<file path="config.mk">
export PLATFORM = sky130hd
export DESIGN_NAME = mept_front
export DESIGN_NICKNAME = d
export VERILOG_FILES = /design/src/rtl/core/mandelbrot_escape_time_pixel_defines.svh /design/src/rtl/core/mept_pkg.sv /design/src/rtl/core/mept_front.sv
export SDC_FILE = /design/constraint.sdc
export NUM_CORES = 2
export LEC_CHECK = 0
export BUFFER_PORTS_ARGS = -buffer_cell sky130_fd_sc_hd__clkbuf_2
export CAP_MARGIN = 10
export CORE_UTILIZATION = 40
export DETAILED_ROUTE_END_ITERATION = 12
export GPL_ROUTABILITY_DRIVEN = 1
export PLACE_DENSITY = 0.59
export SLEW_MARGIN = 20
export SYNTH_ARGS = -nofsm -noshare
export SYNTH_HDL_FRONTEND = slang
export SYNTH_SLANG_ARGS = --single-unit
export TNS_END_PERCENT = 30
</file>
<file path="constraint.sdc">
create_clock -name clock -period 21.3 [get_ports clock]
set_clock_uncertainty 0.2 [all_clocks]
set_input_delay 3.195 -clock clock [delete_from_list [all_inputs] [get_ports clock]]
set_output_delay 3.195 -clock clock [all_outputs]
set_load 0.03 [all_outputs]
</file>
<file path="src/rtl/core/mandelbrot_escape_time_pixel_defines.svh">
// Assertion macros shared by the escape-time pixel RTL.
`ifndef MANDELBROT_ESCAPE_TIME_PIXEL_DEFINES_SVH
`define MANDELBROT_ESCAPE_TIME_PIXEL_DEFINES_SVH

// Same-cycle implication, checked on every rising clock edge outside reset.
`define MEPT_ASSERT_IMP(lbl, ante, cons, msg) \
   lbl: assert property (@(posedge clock) disable iff (reset) (ante) |-> (cons)) \
      else $error(msg);

// Next-cycle implication, checked on every rising clock edge outside reset.
`define MEPT_ASSERT_NXT(lbl, ante, cons, msg) \
   lbl: assert property (@(posedge clock) disable iff (reset) (ante) |=> (cons)) \
      else $error(msg);

`endif

</file>
<file path="src/rtl/core/mept_pkg.sv">
// Shared types, constants and helper functions of the escape-time pixel block.
package mept_pkg;

   localparam int DEF_MAX_WIDTH  = 1024;
   localparam int DEF_MAX_HEIGHT = 1024;
   localparam int QUEUE_DEPTH    = 2;

   localparam int COORD_W = 32;
   localparam int STEP_W  = 31;
   localparam int CNT_W   = 16;
   localparam int CSTEP_W = 25;
   localparam int COLOR_W = 8;
   localparam int FRAC_W  = 28;
   localparam int PROD_W  = CNT_W + CSTEP_W;
   localparam int CSR_IDX_W  = 3;
   localparam int CSR_DATA_W = 32;

   localparam logic signed [COORD_W-1:0] RST_ORIGIN_RE  = -32'sd536870912;
   localparam logic signed [COORD_W-1:0] RST_ORIGIN_IM  = 32'sd348966093;
   localparam logic [STEP_W-1:0]         RST_PIXEL_STEP = 31'd681574;
   localparam logic [CNT_W-1:0]          RST_MAX_ITER   = 16'd256;
   localparam logic [CSTEP_W-1:0]        RST_COLOR_STEP = 25'd65536;

   // Escape threshold 4.0 in the Q8.56 format of the squared magnitude.
   localparam logic [64:0] ESC_LIMIT = 65'd4 << 56;
   localparam logic [COLOR_W-1:0] COLOR_MAX = 8'd255;

   typedef enum logic [CSR_IDX_W-1:0] {
      CSR_ORIGIN_RE  = 3'd0,
      CSR_ORIGIN_IM  = 3'd1,
      CSR_PIXEL_STEP = 3'd2,
      CSR_MAX_ITER   = 3'd3,
      CSR_COLOR_STEP = 3'd4
   } csr_index_type;

   typedef enum logic [2:0] {
      ST_IDLE,
      ST_MUL,
      ST_UPD,
      ST_SCALE,
      ST_EMIT
   } core_state_type;

   typedef struct packed {
      logic full;
      logic empty;
   } queue_stat_type;

   // Clamp a wide signed value into the signed Q4.28 coordinate range.
   function automatic logic signed [COORD_W-1:0] sat_coord(input logic signed [63:0] v);
      logic signed [63:0] hi;
      logic signed [63:0] lo;
      hi = 64'sd2147483647;
      lo = -64'sd2147483648;
      if (v > hi) begin
         return 32'sh7FFFFFFF;
      end else if (v < lo) begin
         return 32'sh80000000;
      end
      return $signed(v[COORD_W-1:0]);
   endfunction

endpackage

</file>
<file path="src/rtl/core/mept_front.sv">
// Front end: accepts pixel words and maps them to the complex point c.
module mept_front #(
   parameter int XW = 10,
   parameter int YW = 10
) (
   input  logic                                  clock,
   input  logic                                  reset,
   input  logic                                  req_valid,
   output logic                                  req_ready,
   input  logic [XW-1:0]                         req_pixel_x,
   input  logic [YW-1:0]                         req_pixel_y,
   input  logic signed [mept_pkg::COORD_W-1:0]   origin_re,
   input  logic signed [mept_pkg::COORD_W-1:0]   origin_im,
   input  logic [mept_pkg::STEP_W-1:0]           pixel_step,
   input  mept_pkg::queue_stat_type              qstat,
   output logic                                  push,
   output logic [XW-1:0]                         push_x,
   output logic [YW-1:0]                         push_y,
   output logic signed [mept_pkg::COORD_W-1:0]   push_cr,
   output logic signed [mept_pkg::COORD_W-1:0]   push_ci
);
   import mept_pkg::*;

   logic          hold_valid_ff;
   logic [XW-1:0] hold_x_ff;
   logic [YW-1:0] hold_y_ff;

   logic [XW+STEP_W-1:0] prod_x;
   logic [YW+STEP_W-1:0] prod_y;
   logic signed [63:0]   cr_wide;
   logic signed [63:0]   ci_wide;

   assign push      = hold_valid_ff && !qstat.full;
   assign req_ready = !hold_valid_ff || !qstat.full;

   always_ff @(posedge clock) begin
      if (reset) begin
         hold_valid_ff <= 1'b0;
      end else if (req_valid && req_ready) begin
         hold_valid_ff <= 1'b1;
      end else if (push) begin
         hold_valid_ff <= 1'b0;
      end
   end

   always_ff @(posedge clock) begin
      if (req_valid && req_ready) begin
         hold_x_ff <= req_pixel_x;
         hold_y_ff <= req_pixel_y;
      end
   end

   // Exact coordinates in 64 bits, then clamped to Q4.28.
   assign prod_x  = hold_x_ff * pixel_step;
   assign prod_y  = hold_y_ff * pixel_step;
   assign cr_wide = 64'(origin_re) + $signed({{(64-XW-STEP_W){1'b0}}, prod_x});
   assign ci_wide = 64'(origin_im) - $signed({{(64-YW-STEP_W){1'b0}}, prod_y});

   assign push_x  = hold_x_ff;
   assign push_y  = hold_y_ff;
   assign push_cr = sat_coord(cr_wide);
   assign push_ci = sat_coord(ci_wide);

endmodule

</file>
# --- Word-level counts from Yosys, hierarchy flattened ---
# Index checks and enable logic that the tools add are counted.
totals:
  ff_bits: 21
  latchBits: 0
  mem_bits_rw: 0
  rom_bits: 0
  inputBits: 120
  out_inout_bits: 86
  elab_cells: 29
  mem_count: 0
op_classes:
  addsub: 2
  mul: 2
  n_div: 0
  magnitude_cmp: 4
  eq_ne: 0
  n_shift: 0
  mux: 12
  bitwise_logic: 0
  n_reduce_logical: 6
op_table:
  columns: ["operator", "count"]
  rows:
  - ["32-bit two-way mux", 6]
  - ["43-bit by 32-bit > comparator with 1-bit output, second input constant", 2]
  - ["43-bit by 32-bit less-than comparator with 1-bit output, second input constant", 2]
  - ["10-bit by 31-bit multiplier with 41-bit output", 2]
  - ["32-bit by 42-bit adder with 43-bit output", 1]
  - ["32-bit by 42-bit subtractor with 43-bit output", 1]
  - ["1-bit two-way mux", 6]
  - ["1-bit logical AND", 2]
  - ["1-bit zero test", 2]
  - ["2-bit nonzero test", 1]
  - ["1-bit logical OR", 1]

# --- Longest topological paths before layout ---
depth:
  ltp_word: 6
  ltp_mapped: 40
  mapped_depth_nobuf: 36

# --- Worst setup path after synthesis ---
# No wires, ideal clock.
synth_timing:
  path_type: "input to output"
  startpoint: "input port pixel_step[11] (netlist name)"
  endpoint: "output port push_cr[29] (netlist name)"
  t_arrival_ns: 12.082
  required_ns: 17.905
  slack_ns: 5.823
  stages: 37
  n_path_buf: 3
  cell_sequence: "clkbuf_1 nand2_1 fa_1 inv_1 fa_1 fa_1 fa_1 inv_1 fa_1 inv_1 ha_1 a21oi_2 o21ai_1 a2111oi_2 nor2_1 a41o_1 a311o_1 and2_4 a221o_1 o41ai_4 inv_1 a21oi_1 xnor2_1 ha_1 clkbuf_1 a21oi_1 o21ai_0 a21oi_2 o21ai_0 a211oi_1 xor2_1 or4_1 nor4_1 and4bb_1 nor2b_1 buf_2 a211oi_1"
synth_via:
  elab_chain_cells: 6
  elab_cells_between_ends: 8
  cone_classes: "1 x add/sub; 1 x mul; 2 x order compare; 4 x mux"
synth_lines:
  columns: ["element", "line", "text"]
  rows:
  - ["start, declared", "mept_front.sv:14", "input logic [mept_pkg::STEP_W-1:0] pixel_step,"]
  - ["10-bit by 31-bit multiplier with 41-bit output (*)", "mept_front.sv:54", "assign prod_x = hold_x_ff * pixel_step;"]
  - ["32-bit by 42-bit adder with 43-bit output (*)", "mept_front.sv:56", "assign cr_wide = 64'(origin_re) + $signed({{(64-XW-STEP_W){1'b0}}, prod_x});"]
  - ["43-bit by 32-bit less-than comparator with 1-bit output", "mept_pkg.sv:57", "end else if (v < lo) begin"]
  - ["1-bit two-way mux", "mept_pkg.sv:57", null]
  - ["1-bit two-way mux", "mept_pkg.sv:55", "if (v > hi) begin"]
  - ["32-bit two-way mux (*)", "mept_pkg.sv:60", "return $signed(v[COORD_W-1:0]);"]
  - ["end, declared", "mept_front.sv:19", "output logic signed [mept_pkg::COORD_W-1:0] push_cr,"]
# Mark *: on every way between the ends. The rest lies on a longest branch, timed or not.

# --- Worst setup path after layout ---
layout_timing:
  startpoint: "input port pixel_step[9] (netlist name)"
  endpoint: "output port push_cr[29] (netlist name)"
# The elaborated chain is that of the path after synthesis.

==> metrics.md <==
| Metric | Value |
|---|---|
| Status | completed |
| Die W | 251 um |
| Final WS setup | approximately 4.9 ns |
| Antenna-violating nets left | 0 |
| WP depth | 37 |
| Nets | 3875 |
| Yosys top cell by area | fa_1 |
| Starting density of the core | 40.4% |
| Top FF cell, synth | edfxtp_1 |
| WL final | between 60000 and 70000 um |
| CTS Hold Bufs | 0 |
| Global route overflow | 0 |
| Post-layout min period | 16.43 ns |
| TNS Setup | 0 ns |
| Synth unique cells | between 70 and 80 |
| Crit path top cell by count | fa_1 |
| Syn nets | 3796 |
| Share of the synthesized area in the top cell type | between 30% and 40% |
| Crit path buf inv count | 7 |
| Critical Path AT | 13.04 ns |
| Synth-to-layout area growth | 7.05% |
| Skew-Pair Late Insertion Delay | 0.29 ns |
| Initial DRC count | 963 |
| Register area share after synthesis | 2.49% |
| Vias in the first global route | 20400 |
| Crit-path slowest cell | fa_1 |
| Synthesized netlist cell count | 2977 |
| CP max stage delay | approximately 0.56 ns |
| Clk pin slew, worst setup/hold paths | 0.08 ns |
| Critical Path End Type | output pin |
| Clock sink count | 21 |
| Root Driver | clkbuf_16 |
| M3 GR Usage | 1.27% |
| Largest net degree at the start of global routing | 33 |
| Hold Path Class | reg -> reg |
| Final routed DRC violation total | 0 |
| Cell family with most CP delay | compound AO/OA/AOI/OAI gates |
| Final hold vios | 0 |
| Worst Hold Depth | 2 |
| Vias per cell | 5.16 |
| Slew @ Worst Pin | 0.882 ns |
| # H-tree levels | 1 |
| Pre-antenna DRT Iters | 5 |
| Worst-path maximum fanout | 29 |
| Final setup viols | 0 |
| Part of the cycle the worst path needs | slightly below 80% |
| Bufs on Longest Clock Path | 2 |
| GR peak layer | met2 |
| Post-DP HPWL | approximately 53000 um |
| Worst hold slack | 0.311 ns |
| Setup CP Type | in -> out |
| CTS resizes | 0 |
| Port Buffers | 204 |
| Reg2reg path depth | 2 |
| FMAX | 60.9 MHz |
| Wirelength per Cell | 16.8 um |
| Post-route cell area | between 20000 and 30000 um^2 |
| Postcts setup bufs | 0 |
| Max-cap viol count | 0 |
| Pre-CTS setup slack | 4.84 ns |
| Grt met1 use | approximately 30% |
| Die span in y | 251 um |
| Relative slew margins | 41.2% |
| CORE AREA | 61600 um^2 |
| # IOs | 206 |
| Share of cells above drive strength 1 | slightly above 9% |
| Total GRT Usage | 21.4% |
| CTS Buf Count | 3 |
| Commonest non-fill, non-tap cell in the layout | fa_1 |
| First-pass GRT wire length | 109000 um |
| WP data required | 17.91 ns |
| Met2 Use GR | between 30% and 40% |
| Post-synth EDFFs | 20 |
| Initial antenna violation count | 2 |
| CTS tree | yes |
| RePlAce Congestion | 0.880 |
| Row count | 91 |
| Die area | 63200 um^2 |
| Yosys warns | 0 |
| Syn_area_per_cell | 8.36 um^2 |
| Area after DPL | 26500 um^2 |
| RSZ-0062 raised after global routing | false |
| Max-slew violation total from the final report | 0 |
| Seq cells post-synth | 21 |
| Cell Area, Synth | around 25000 um^2 |
| Routed vias | 20100 |
| Top cells by area, synth | fa_1 (37%), ha_1 (12%), and2_1 (8.7%), inv_1 (6.9%), nand2_1 (5.5%) |
| Most frequent cells in the layout | fa_1 (462), inv_1 (457), nand2_1 (367) |
| Synth async-reset ratio | 0% |
| CP Launch Type | primary input |
## through the flow
stage	utilization, %	std cells
4_1_cts	43.2	3891
2_1_floorplan	-	2977
5_1_grt	43.2	3892
6_report	43.2	3893
3_3_place_gp	43.1	3887
3_5_place_dp	43.1	3887
## worst min-delay path: cells and delay by family, from the launching register on
kind / cells / cell delay [ns]
AO/OA/AOI/OAI: 1 / 0.07
flip-flops: 1 / 0.35
AND/OR/NAND/NOR: 1 / 0.07
## registers in the layout, summed over array words and instances (netlist names)
name and count:
push_x 10, push_y 10, hold_valid_ff 1
## layer usage
metal | part of all wire [%] | wire (um) | up-vias
li1 | - | - | 9632
met1 | 48 | 31100 | 10100
met4 | 1.1 | 728 | 2
met3 | 3.3 | 2150 | 45
met2 | 48 | 31500 | 341
met5 | 0.017 | 11 | -
## cell families (layout without fill, tap and decap cells)
kind of cell | count (synthesis) | after routing | synth area share [%]
AND/OR/NAND/NOR | 988 | 988 | 20.1
flip-flops | 21 | 21 | 2.49
other | 0 | 1 | 0
buffers and inverters | 615 | 693 | 9.44
XOR/XNOR | 143 | 143 | 5.03
AO/OA/AOI/OAI | 508 | 508 | 13.7
multiplexers | 3 | 3 | 0.121
adder cells (fa/ha/maj) | 699 | 699 | 49.1
## final cells by class
cell class                 instances  area (um^2)
multi-input combinational       2341        21900
antenna                            1         2.50
tap                              837         1050
sequential                        21          621
inverter                         457         1720
clock buffer                       3         75.1
timing repair buffer             232         1230
clock inverter                     1         7.51
fill                            6299        35000
## synthesized netlist by cell type, types with 5 or more instances
cell type,instances
a211o_1,6
a211oi_1,11
a21boi_0,6
a21o_1,103
a21oi_1,155
a21oi_2,16
a311o_1,5
a31oi_1,15
a41oi_1,6
and2_1,345
and3_1,15
and4_1,8
buf_2,10
clkbuf_1,143
edfxtp_1,20
fa_1,462
ha_1,237
inv_1,457
nand2_1,367
nand2b_1,25
nand3_1,31
nand4_1,24
nor2_1,95
nor2b_1,23
nor3_1,22
nor4_1,6
o211ai_1,15
o21a_1,17
o21ai_0,69
o21ai_1,10
o21bai_1,17
o31ai_1,6
or2_2,7
or3_1,8
xnor2_1,76
xor2_1,67
## path summary, 6_finish.rpt
path,slack (ns),start,endpoint
min,0.31,hold_valid_ff,hold_valid_ff
max reg2reg,19.61,hold_valid_ff,push_x[1]
max,4.87,pixel_step[9],push_cr[29]
min reg2reg,0.31,hold_valid_ff,hold_valid_ff
Power is left out: the tool's default activity adds up to more than one toggle a clock period on the data nets, which glitch-free logic cannot reach.
