==> src/rtl/core/mandelbrot_escape_time_pixel_defines.svh <==
// Assertion macros shared by the escape-time pixel RTL.
`ifndef MANDELBROT_ESCAPE_TIME_PIXEL_DEFINES_SVH
`define MANDELBROT_ESCAPE_TIME_PIXEL_DEFINES_SVH

// Same-cycle implication, checked on every rising clock edge outside reset.
`define MEPT_ASSERT_IMP(lbl, ante, cons, msg) \
   lbl: assert property (@(posedge clock) disable iff (reset) (ante) |-> (cons)) \
      else $error(msg);

// Next-cycle implication, checked on every rising clock edge outside reset.
`define MEPT_ASSERT_NXT(lbl, ante, cons, msg) \
   lbl: assert property (@(posedge clock) disable iff (reset) (ante) |=> (cons)) \
      else $error(msg);

`endif

==> src/rtl/core/mept_pkg.sv <==
// Shared types, constants and helper functions of the escape-time pixel block.
package mept_pkg;

   localparam int DEF_MAX_WIDTH  = 1024;
   localparam int DEF_MAX_HEIGHT = 1024;
   localparam int QUEUE_DEPTH    = 2;

   localparam int COORD_W = 32;
   localparam int STEP_W  = 31;
   localparam int CNT_W   = 16;
   localparam int CSTEP_W = 25;
   localparam int COLOR_W = 8;
   localparam int FRAC_W  = 28;
   localparam int PROD_W  = CNT_W + CSTEP_W;
   localparam int CSR_IDX_W  = 3;
   localparam int CSR_DATA_W = 32;

   localparam logic signed [COORD_W-1:0] RST_ORIGIN_RE  = -32'sd536870912;
   localparam logic signed [COORD_W-1:0] RST_ORIGIN_IM  = 32'sd348966093;
   localparam logic [STEP_W-1:0]         RST_PIXEL_STEP = 31'd681574;
   localparam logic [CNT_W-1:0]          RST_MAX_ITER   = 16'd256;
   localparam logic [CSTEP_W-1:0]        RST_COLOR_STEP = 25'd65536;

   // Escape threshold 4.0 in the Q8.56 format of the squared magnitude.
   localparam logic [64:0] ESC_LIMIT = 65'd4 << 56;
   localparam logic [COLOR_W-1:0] COLOR_MAX = 8'd255;

   typedef enum logic [CSR_IDX_W-1:0] {
      CSR_ORIGIN_RE  = 3'd0,
      CSR_ORIGIN_IM  = 3'd1,
      CSR_PIXEL_STEP = 3'd2,
      CSR_MAX_ITER   = 3'd3,
      CSR_COLOR_STEP = 3'd4
   } csr_index_type;

   typedef enum logic [2:0] {
      ST_IDLE,
      ST_MUL,
      ST_UPD,
      ST_SCALE,
      ST_EMIT
   } core_state_type;

   typedef struct packed {
      logic full;
      logic empty;
   } queue_stat_type;

   // Clamp a wide signed value into the signed Q4.28 coordinate range.
   function automatic logic signed [COORD_W-1:0] sat_coord(input logic signed [63:0] v);
      logic signed [63:0] hi;
      logic signed [63:0] lo;
      hi = 64'sd2147483647;
      lo = -64'sd2147483648;
      if (v > hi) begin
         return 32'sh7FFFFFFF;
      end else if (v < lo) begin
         return 32'sh80000000;
      end
      return $signed(v[COORD_W-1:0]);
   endfunction

endpackage

==> src/rtl/core/mept_queue.sv <==
// Short first-in first-out queue between the front end and the iteration core.
`include "mandelbrot_escape_time_pixel_defines.svh"

module mept_queue #(
   parameter int DW    = 84,
   parameter int DEPTH = 2
) (
   input  logic                     clock,
   input  logic                     reset,
   input  logic                     push,
   input  logic [DW-1:0]            push_data,
   input  logic                     pop,
   output logic [DW-1:0]            pop_data,
   output mept_pkg::queue_stat_type stat
);
   import mept_pkg::*;

   localparam int PW = (DEPTH > 1) ? $clog2(DEPTH) : 1;
   localparam int CW = $clog2(DEPTH + 1);

   logic [DW-1:0] mem_ff [DEPTH];
   logic [PW-1:0] wr_ptr_ff;
   logic [PW-1:0] rd_ptr_ff;
   logic [CW-1:0] cnt_ff;

   assign stat.full  = (cnt_ff == CW'(DEPTH));
   assign stat.empty = (cnt_ff == '0);
   assign pop_data   = mem_ff[rd_ptr_ff];

   always_ff @(posedge clock) begin
      if (push) begin
         mem_ff[wr_ptr_ff] <= push_data;
      end
   end

   always_ff @(posedge clock) begin
      if (reset) begin
         wr_ptr_ff <= '0;
         rd_ptr_ff <= '0;
         cnt_ff    <= '0;
      end else begin
         if (push) begin
            wr_ptr_ff <= (wr_ptr_ff == PW'(DEPTH - 1)) ? '0 : wr_ptr_ff + 1'b1;
         end
         if (pop) begin
            rd_ptr_ff <= (rd_ptr_ff == PW'(DEPTH - 1)) ? '0 : rd_ptr_ff + 1'b1;
         end
         if (push && !pop) begin
            cnt_ff <= cnt_ff + 1'b1;
         end else if (pop && !push) begin
            cnt_ff <= cnt_ff - 1'b1;
         end
      end
   end

   `MEPT_ASSERT_IMP(a_q_no_overflow, push && !pop, !stat.full, "queue written while full")
   `MEPT_ASSERT_IMP(a_q_no_underflow, pop, !stat.empty, "queue read while empty")
   `MEPT_ASSERT_IMP(a_q_count_bound, 1'b1, cnt_ff <= CW'(DEPTH), "queue count beyond depth")

endmodule

==> config.mk <==
export PLATFORM = sky130hd
export DESIGN_NAME = mept_queue
export DESIGN_NICKNAME = d
export VERILOG_FILES = /design/src/rtl/core/mept_pkg.sv /design/src/rtl/core/mept_queue.sv
export VERILOG_INCLUDE_DIRS = /design/src /design/src/rtl/core
export SDC_FILE = /design/constraint.sdc
export NUM_CORES = 1
export LEC_CHECK = 0
export BUFFER_PORTS_ARGS = -buffer_cell sky130_fd_sc_hd__buf_2
export CAP_MARGIN = 30
export CORE_MARGIN = 3
export CORE_UTILIZATION = 45
export CTS_CLUSTER_DIAMETER = 60
export DETAILED_ROUTE_END_ITERATION = 8
export PLACE_DENSITY_LB_ADDON = 0.08
export SYNTH_ARGS = -nofsm -noshare
export SYNTH_HDL_FRONTEND = slang
export SYNTH_SLANG_ARGS = --single-unit
==> constraint.sdc <==
create_clock -name clock -period 6.2 [get_ports clock]
set_clock_uncertainty 0.15 [all_clocks]
set_input_delay 0.62 -clock clock [delete_from_list [all_inputs] [get_ports clock]]
set_output_delay 0.62 -clock clock [all_outputs]
set_load 0.02 [all_outputs]
### Yosys cells after proc, flatten, opt, wreduce, memory -nomap -nowiden

Memory sizes are Yosys's and may differ from the RTL's. A register that Yosys moved wholly into a read port is not among the register bits.
Index checks and enable logic that the tools add are counted.

| storage, ports and cells | value |
|---|---|
| bits of input ports | 88 |
| flip-flop bits (word level) | 4 |
| output and inout bits | 86 |
| bits in writable memories | 168 |
| memories kept | 1 |

| operators by class | value |
|---|---|
| reductions and logical operators | 6 |
| equal/unequal tests | 1 |
| muxes and demuxes | 8 |
| $add $sub $neg | 4 |

Memory list:

| memory | depth | width | rd ports | clocked after memory_dff | wr ports | RTL line | source |
|---|---|---|---|---|---|---|---|
| mem_ff | 2 | 84 | 1 | 1 | 1 | mept_queue.sv:21 | `logic [DW-1:0] mem_ff [DEPTH];` |

Operators by type and width:

| operator | count |
|---|---|
| $mux W1 | 6 |
| $mux W2 | 2 |
| $add A1 B1 Y1 const B | 2 |
| $add A2 B1 Y2 const B | 1 |
| $eq A2 B2 Y1 const B | 1 |
| $logic_and A1 B1 Y1 | 2 |
| $logic_not A1 Y1 | 2 |
| $logic_not A2 Y1 | 1 |
| $reduce_bool A2 Y1 | 1 |
| $sub A2 B1 Y2 const B | 1 |

### Logic depth before layout (Yosys ltp)

Gate-level depths: netlist of the first run.

| depth | value |
|---|---|
| depth after elaboration | 4 |
| mapped depth | 5 |
| depth with buffers taken out | 5 |

### Worst setup path after synthesis of the first run

No wires, ideal clock.

| timing path | value |
|---|---|
| path kind | in2reg |
| from | input port push |
| to | memory mem_ff[0][0] (enable) |
| slack | 1,224 ps |
| required time | 5,513 ps |
| data arrival time | 4,289 ps |
| setup time | 537 ps |
| path buffers | 0 |
| stages | 1 |
| cells stage by stage | nor2b_1 |

| between the ends | value |
|---|---|
| cells in the longest elaborated chain, start to end | 2 |

RTL lines:

| element | RTL line | source |
|---|---|---|
| start: declaration | mept_queue.sv:10 | `input logic push,` |
| $mux W1 | mept_queue.sv:31 | `if (push) begin` |
| $mux W1 (implied by the code) | mept_queue.sv:32 | `mem_ff[wr_ptr_ff] <= push_data;` |
| end: declaration | mept_queue.sv:21 |  |

Every way passes these cells.

==> metrics.csv, run 1 <==
metric;value;unit
status;completed;
fin_crit;2.809;ns
synth_top_family_by_area;multiplexers;
avgSynthCellArea;22.22;um^2
syn_inst;283;
required;5.43;ns
wire_per_inst;17.00;um
wl_met1;4.662;mm
cts-root-buf;clkbuf_16;
grt_max_degree;51;
syn_area;6287;um^2
die_w;124.2;um
cts_resized;0;
startpoint_type;flop;
rows;42;
relSlewSlack;53.24;%
worstPathArrival;2.04;ns
yosysUniqueCellTypes;16;
fmaxAchievable;0.3560;GHz
ys_seq_elements;173;
grt_setup_unrepaired;no;
synth.top_cell.area_share;80.24;%
wl_met2;5.458;mm
pwr_density_cell;350.3;nW/um^2
ys.flop_type;edfxtp_1;
ff2ff_path_depth;2;
cellLeakagePower;2.984;nW
yosysMostFrequentCell;edfxtp_1;
overflow;0;
crit_fanout;43;
dr_wl_met3;884;um
drt_iter0_drc;230;
num_vias;3212;
cts_buffers;17;
async_flop_share;0;%
routabilityCongestion;0.6755;
insertion_delay;0.41;ns
die-area;15430;um^2
area_growth;26.75;%
drt-pass1-iter-count;4;
tns;0;ns
synthAdderAreaFrac;0.1990;%
synthSimpleGateAreaFrac;0.7363;%
fin_crit_sh;45.31;%
postCtsSetupRepairBufs;0;
muxShareOfSynthArea;15.04;%
chipHeight;124.2;um
worstHoldPathType;in -> reg;
maxCapViolCount;0;
clockBufferDepth;2;
cp-end-kind;primary output;
synth-compound-area-share;0.1592;%
grt_pass1_wl;17.53;mm
antenna_found_initial;1;
synth_commonest_cells;168 x edfxtp_1, 84 x mux2_2, 7 x buf_6;
ys_seq_area_share;81.83;%
fillers;1075;
diodes;0;
tightest_slew;0.7014;ns
setup-violations-final;0;
vias_per_cell;4.874;
yosys_warnings;0;
peakVddDrop;0.1754;mV
dpl.hpwl;7.314;mm
ant_nets;0;
fin_area;7969;um^2
yosys.area_share.xor_xnor;0.5572;%
path_clk_slew;0.06;ns
num_io_pins;174;
clkSinkCount;173;
cts_tree;yes;
holdPathStages;1;
place_area;7361;um^2
worstSetupPathType;reg -> out;
hold_viol;0;
finalWirelength;11.21;mm
cts_hold_buf;0;
drive_gt1_share;60.66;%
synth_area_leaders;edfxtp_1 80%, mux2_2 15%, dfxtp_1 1.6%;
coreArea;13450;um^2
cts.htree.levels;4;
initial_core_util;46.74;%
drc;0;
synth.largest_area_cell;edfxtp_1;
post-route-util;59.24;%
syn_nets;372;
grt_pass1_vias;3425;
synth_edf_count;168;
drv_slew;0;
layout.nets;559;
top_layer_used;met5;
io_buffers;173;
gr-usage-all-layers;14.85;%
[flip-flops by register name, indices dropped and copies added, names as in the netlist, named ones only]
signal,count
mem_ff,168
rd_ptr_ff,1
wr_ptr_ff,1
cnt_ff,2
[layout by cell type (no fill, tap or decap), drive strengths merged]
cell,n
and2,1
buf,177
clkinv,2
xor2,2
dfxtp,5
clkbuf,21
ha,1
o21ai,1
nor2b,1
a21oi,1
or3,1
and2b,1
mux2,84
edfxtp,168
inv,1
xnor2,2
clkinvlp,5
nor2,5
bufinv,4
[path summary, 6_finish.rpt]
kind	start	endpoint	slack [ns]
setup / recovery	flop	pop_data[63]	3.39
hold / removal	push_data[83]	mem_ff[0][83]	0.24
setup reg to reg	wr_ptr_ff	mem_ff[1][52]	4.05
hold reg to reg	cnt_ff[1]	cnt_ff[1]	0.36
[per-stage QoR]
step	setup slack [ns]	total power, mW	hold slack [ns]	std cells
2_1_floorplan	1.224	1.622	0.3114	283
3_3_place_gp	3.234	1.729	0.3282	625
3_5_place_dp	3.700	1.740	0.3493	627
4_1_cts	3.319	2.824	0.2193	659
5_1_grt	3.255	2.904	0.2165	659
6_report	3.391	2.792	0.2366	659
[power breakdown]
part / switching (mW) / internal [mW] / leakage (nW)
combinational: 0.185 / 0.133 / 1.09
sequential: 0.0270 / 1.36 / 1.62
clock: 0.411 / 0.672 / 0.279
[layout make-up]
cell class | count | area, um^2 | area share, %
Sequential cell | 173 | 5149 | 64.61
Multi-Input combinational cell | 100 | 1060 | 13.30
Timing Repair Buffer | 177 | 928.4 | 11.65
Clock buffer | 21 | 440.4 | 5.527
Tap cell | 176 | 220.2 | 2.763
Clock inverter | 11 | 167.7 | 2.104
Inverter | 1 | 3.754 | 0.04710
[kinds of logic after synthesis]
kind of cell | Yosys count
compound gates | 2
xor+xnor | 4
fa+ha+maj | 1
buf+inv | 10
flops | 173
mux | 84
simple gates | 9
[per-layer routing]
metal	global-route usage, %	vias up
met3	6.658	18
met5	0	-
met4	5.996	2
met2	23.63	117
li1	-	1496
met1	17.71	1579
[critical path, stage by stage (launching register included)]
cell and delay [ns]:
dfxtp_4 0.74, buf_16 0.31, mux2_2 0.40, buf_2 0.17
Power figures use the tool's default switching activity.
==> run 2, diff against run 1 <==
==> constraint.sdc (replaced) <==
create_clock -name clock -period 2.7 [get_ports clock]
set_clock_uncertainty 0.15 [all_clocks]
set_input_delay 0.27 -clock clock [delete_from_list [all_inputs] [get_ports clock]]
set_output_delay 0.27 -clock clock [all_outputs]
set_load 0.02 [all_outputs]
==> run 2 against run 1 <==
  * Critical path depth is the same
  * Combinational power grew to 2.7 times the previous value
  * First-iteration DRC count shrank 10%
  * Routed wire length grew 11%
==> metrics.csv, run 2 (synthesized netlist as in run 1, its figures left out) <==
metric;value;unit
cts_hold_buf;87;
post-route-util;65.28;%
place_area;7376;um^2
cts.htree.levels;4;
top_layer_used;met4;
die_w;124.2;um
dr_wl_met3;728;um
antenna_found_initial;0;
clkSinkCount;173;
tns;0;ns
insertion_delay;0.41;ns
coreArea;13450;um^2
gr-usage-all-layers;16.87;%
dp_cells;630;
hold_viol;0;
cellLeakagePower;3.350;nW
grt_setup_unrepaired;no;
setup-violations-final;0;
tightest_slew;0.7412;ns
wl_met1;4.932;mm
worstSetupPathType;reg -> out;
pwr_density_cell;714.2;nW/um^2
dpl.hpwl;7.703;mm
cts_resized;0;
worstPathArrival;1.87;ns
drive_gt1_share;51.49;%
drv_slew;0;
timing.final.ws_setup;0.4068;ns
fin_crit;2.293;ns
vias_per_cell;4.691;
cts_tree;yes;
clockBufferDepth;2;
wl_met2;6.522;mm
final_common_cell;buf_2;
rows;42;
postCtsSetupRepairBufs;0;
status;completed;
drt_iter0_drc;206;
io_buffers;173;
whs;0.3716;ns
maxCapViolCount;0;
total_power;6.272;mW
chipHeight;124.2;um
drt-pass1-iter-count;4;
drc;0;
path_clk_slew;0.06;ns
regMostFlops;mem_ff;
fmaxAchievable;0.4361;GHz
fin_crit_sh;84.93;%
routabilityCongestion;0.7195;
die-area;15430;um^2
ant_nets;0;
required;2.28;ns
num_vias;3504;
peakVddDrop;0.3823;mV
largest_reg_flops;168;
top_regs;mem_ff (168), cnt_ff (2);
crit_fanout;37;
grt_pass1_vias;3807;
num_io_pins;174;
initial_core_util;46.74;%
grt_max_degree;55;
cp-end-kind;primary output;
cts-root-buf;clkbuf_16;
startpoint_type;flop;
cts_buffers;17;
layout_common_cells;173 x buf_2, 168 x edfxtp_1, 87 x dlygate4sd3_1;
area_growth;39.68;%
place_ws;0.8139;ns
finalWirelength;12.39;mm
wire_per_inst;16.58;um
overflow;0;
relSlewSlack;50.59;%
fin_area;8782;um^2
diodes;0;
grt_pass1_wl;20.00;mm
final_cell_count_no_fill;747;
layout.nets;649;
worstHoldPathType;reg -> reg;
## run 2: cell types whose count changed in the layout (fill, tap and decap cells not counted)
cell           change
dlygate4sd3_1     +87
clkinv_2           +5
clkinvlp_4         -5
buf_4              +3
bufinv_16          -2
clkbuf_1           -2
clkinv_1           +2
buf_12             +1
buf_16             -1
## run 2: critical path, stage by stage (launching register included)
cell     delay, ns
dfxtp_4       0.60
buf_12        0.29
mux2_2        0.39
buf_2         0.17
## run 2: worst paths after layout
kind              slack (ns)  startpoint  depth (start not counted)             to
setup / recovery        0.41        flop                          3   pop_data[81]
hold / removal          0.37   rd_ptr_ff                          2      rd_ptr_ff
setup reg to reg        0.95   wr_ptr_ff                          2  mem_ff[1][27]
hold reg to reg         0.37   rd_ptr_ff                          2      rd_ptr_ff
## run 2: power by group
part	total [mW]	switching [mW]	internal [mW]	leakage, nW
sequential	3.19	0.0536	3.13	1.62
clock	2.24	0.910	1.33	0.271
combinational	0.845	0.457	0.389	1.46
total	6.27	1.42	4.85	3.35
## run 2: area by class of cell
cell class | count | area [um^2]
well taps | 176 | 220.2
flip-flops and latches | 173 | 5149
multi-input cells | 100 | 1060
clock buffers | 19 | 432.9
repair buffers | 267 | 1814
clock inverters | 11 | 102.6
fillers | 980 | 4671
inverters | 1 | 3.754
## run 2: layer usage
metal,vias to the layer above,GRT usage (%)
li1,1669,-
met1,1706,19.47
met2,112,28.78
met3,17,5.627
met4,0,7.157
met5,-,0
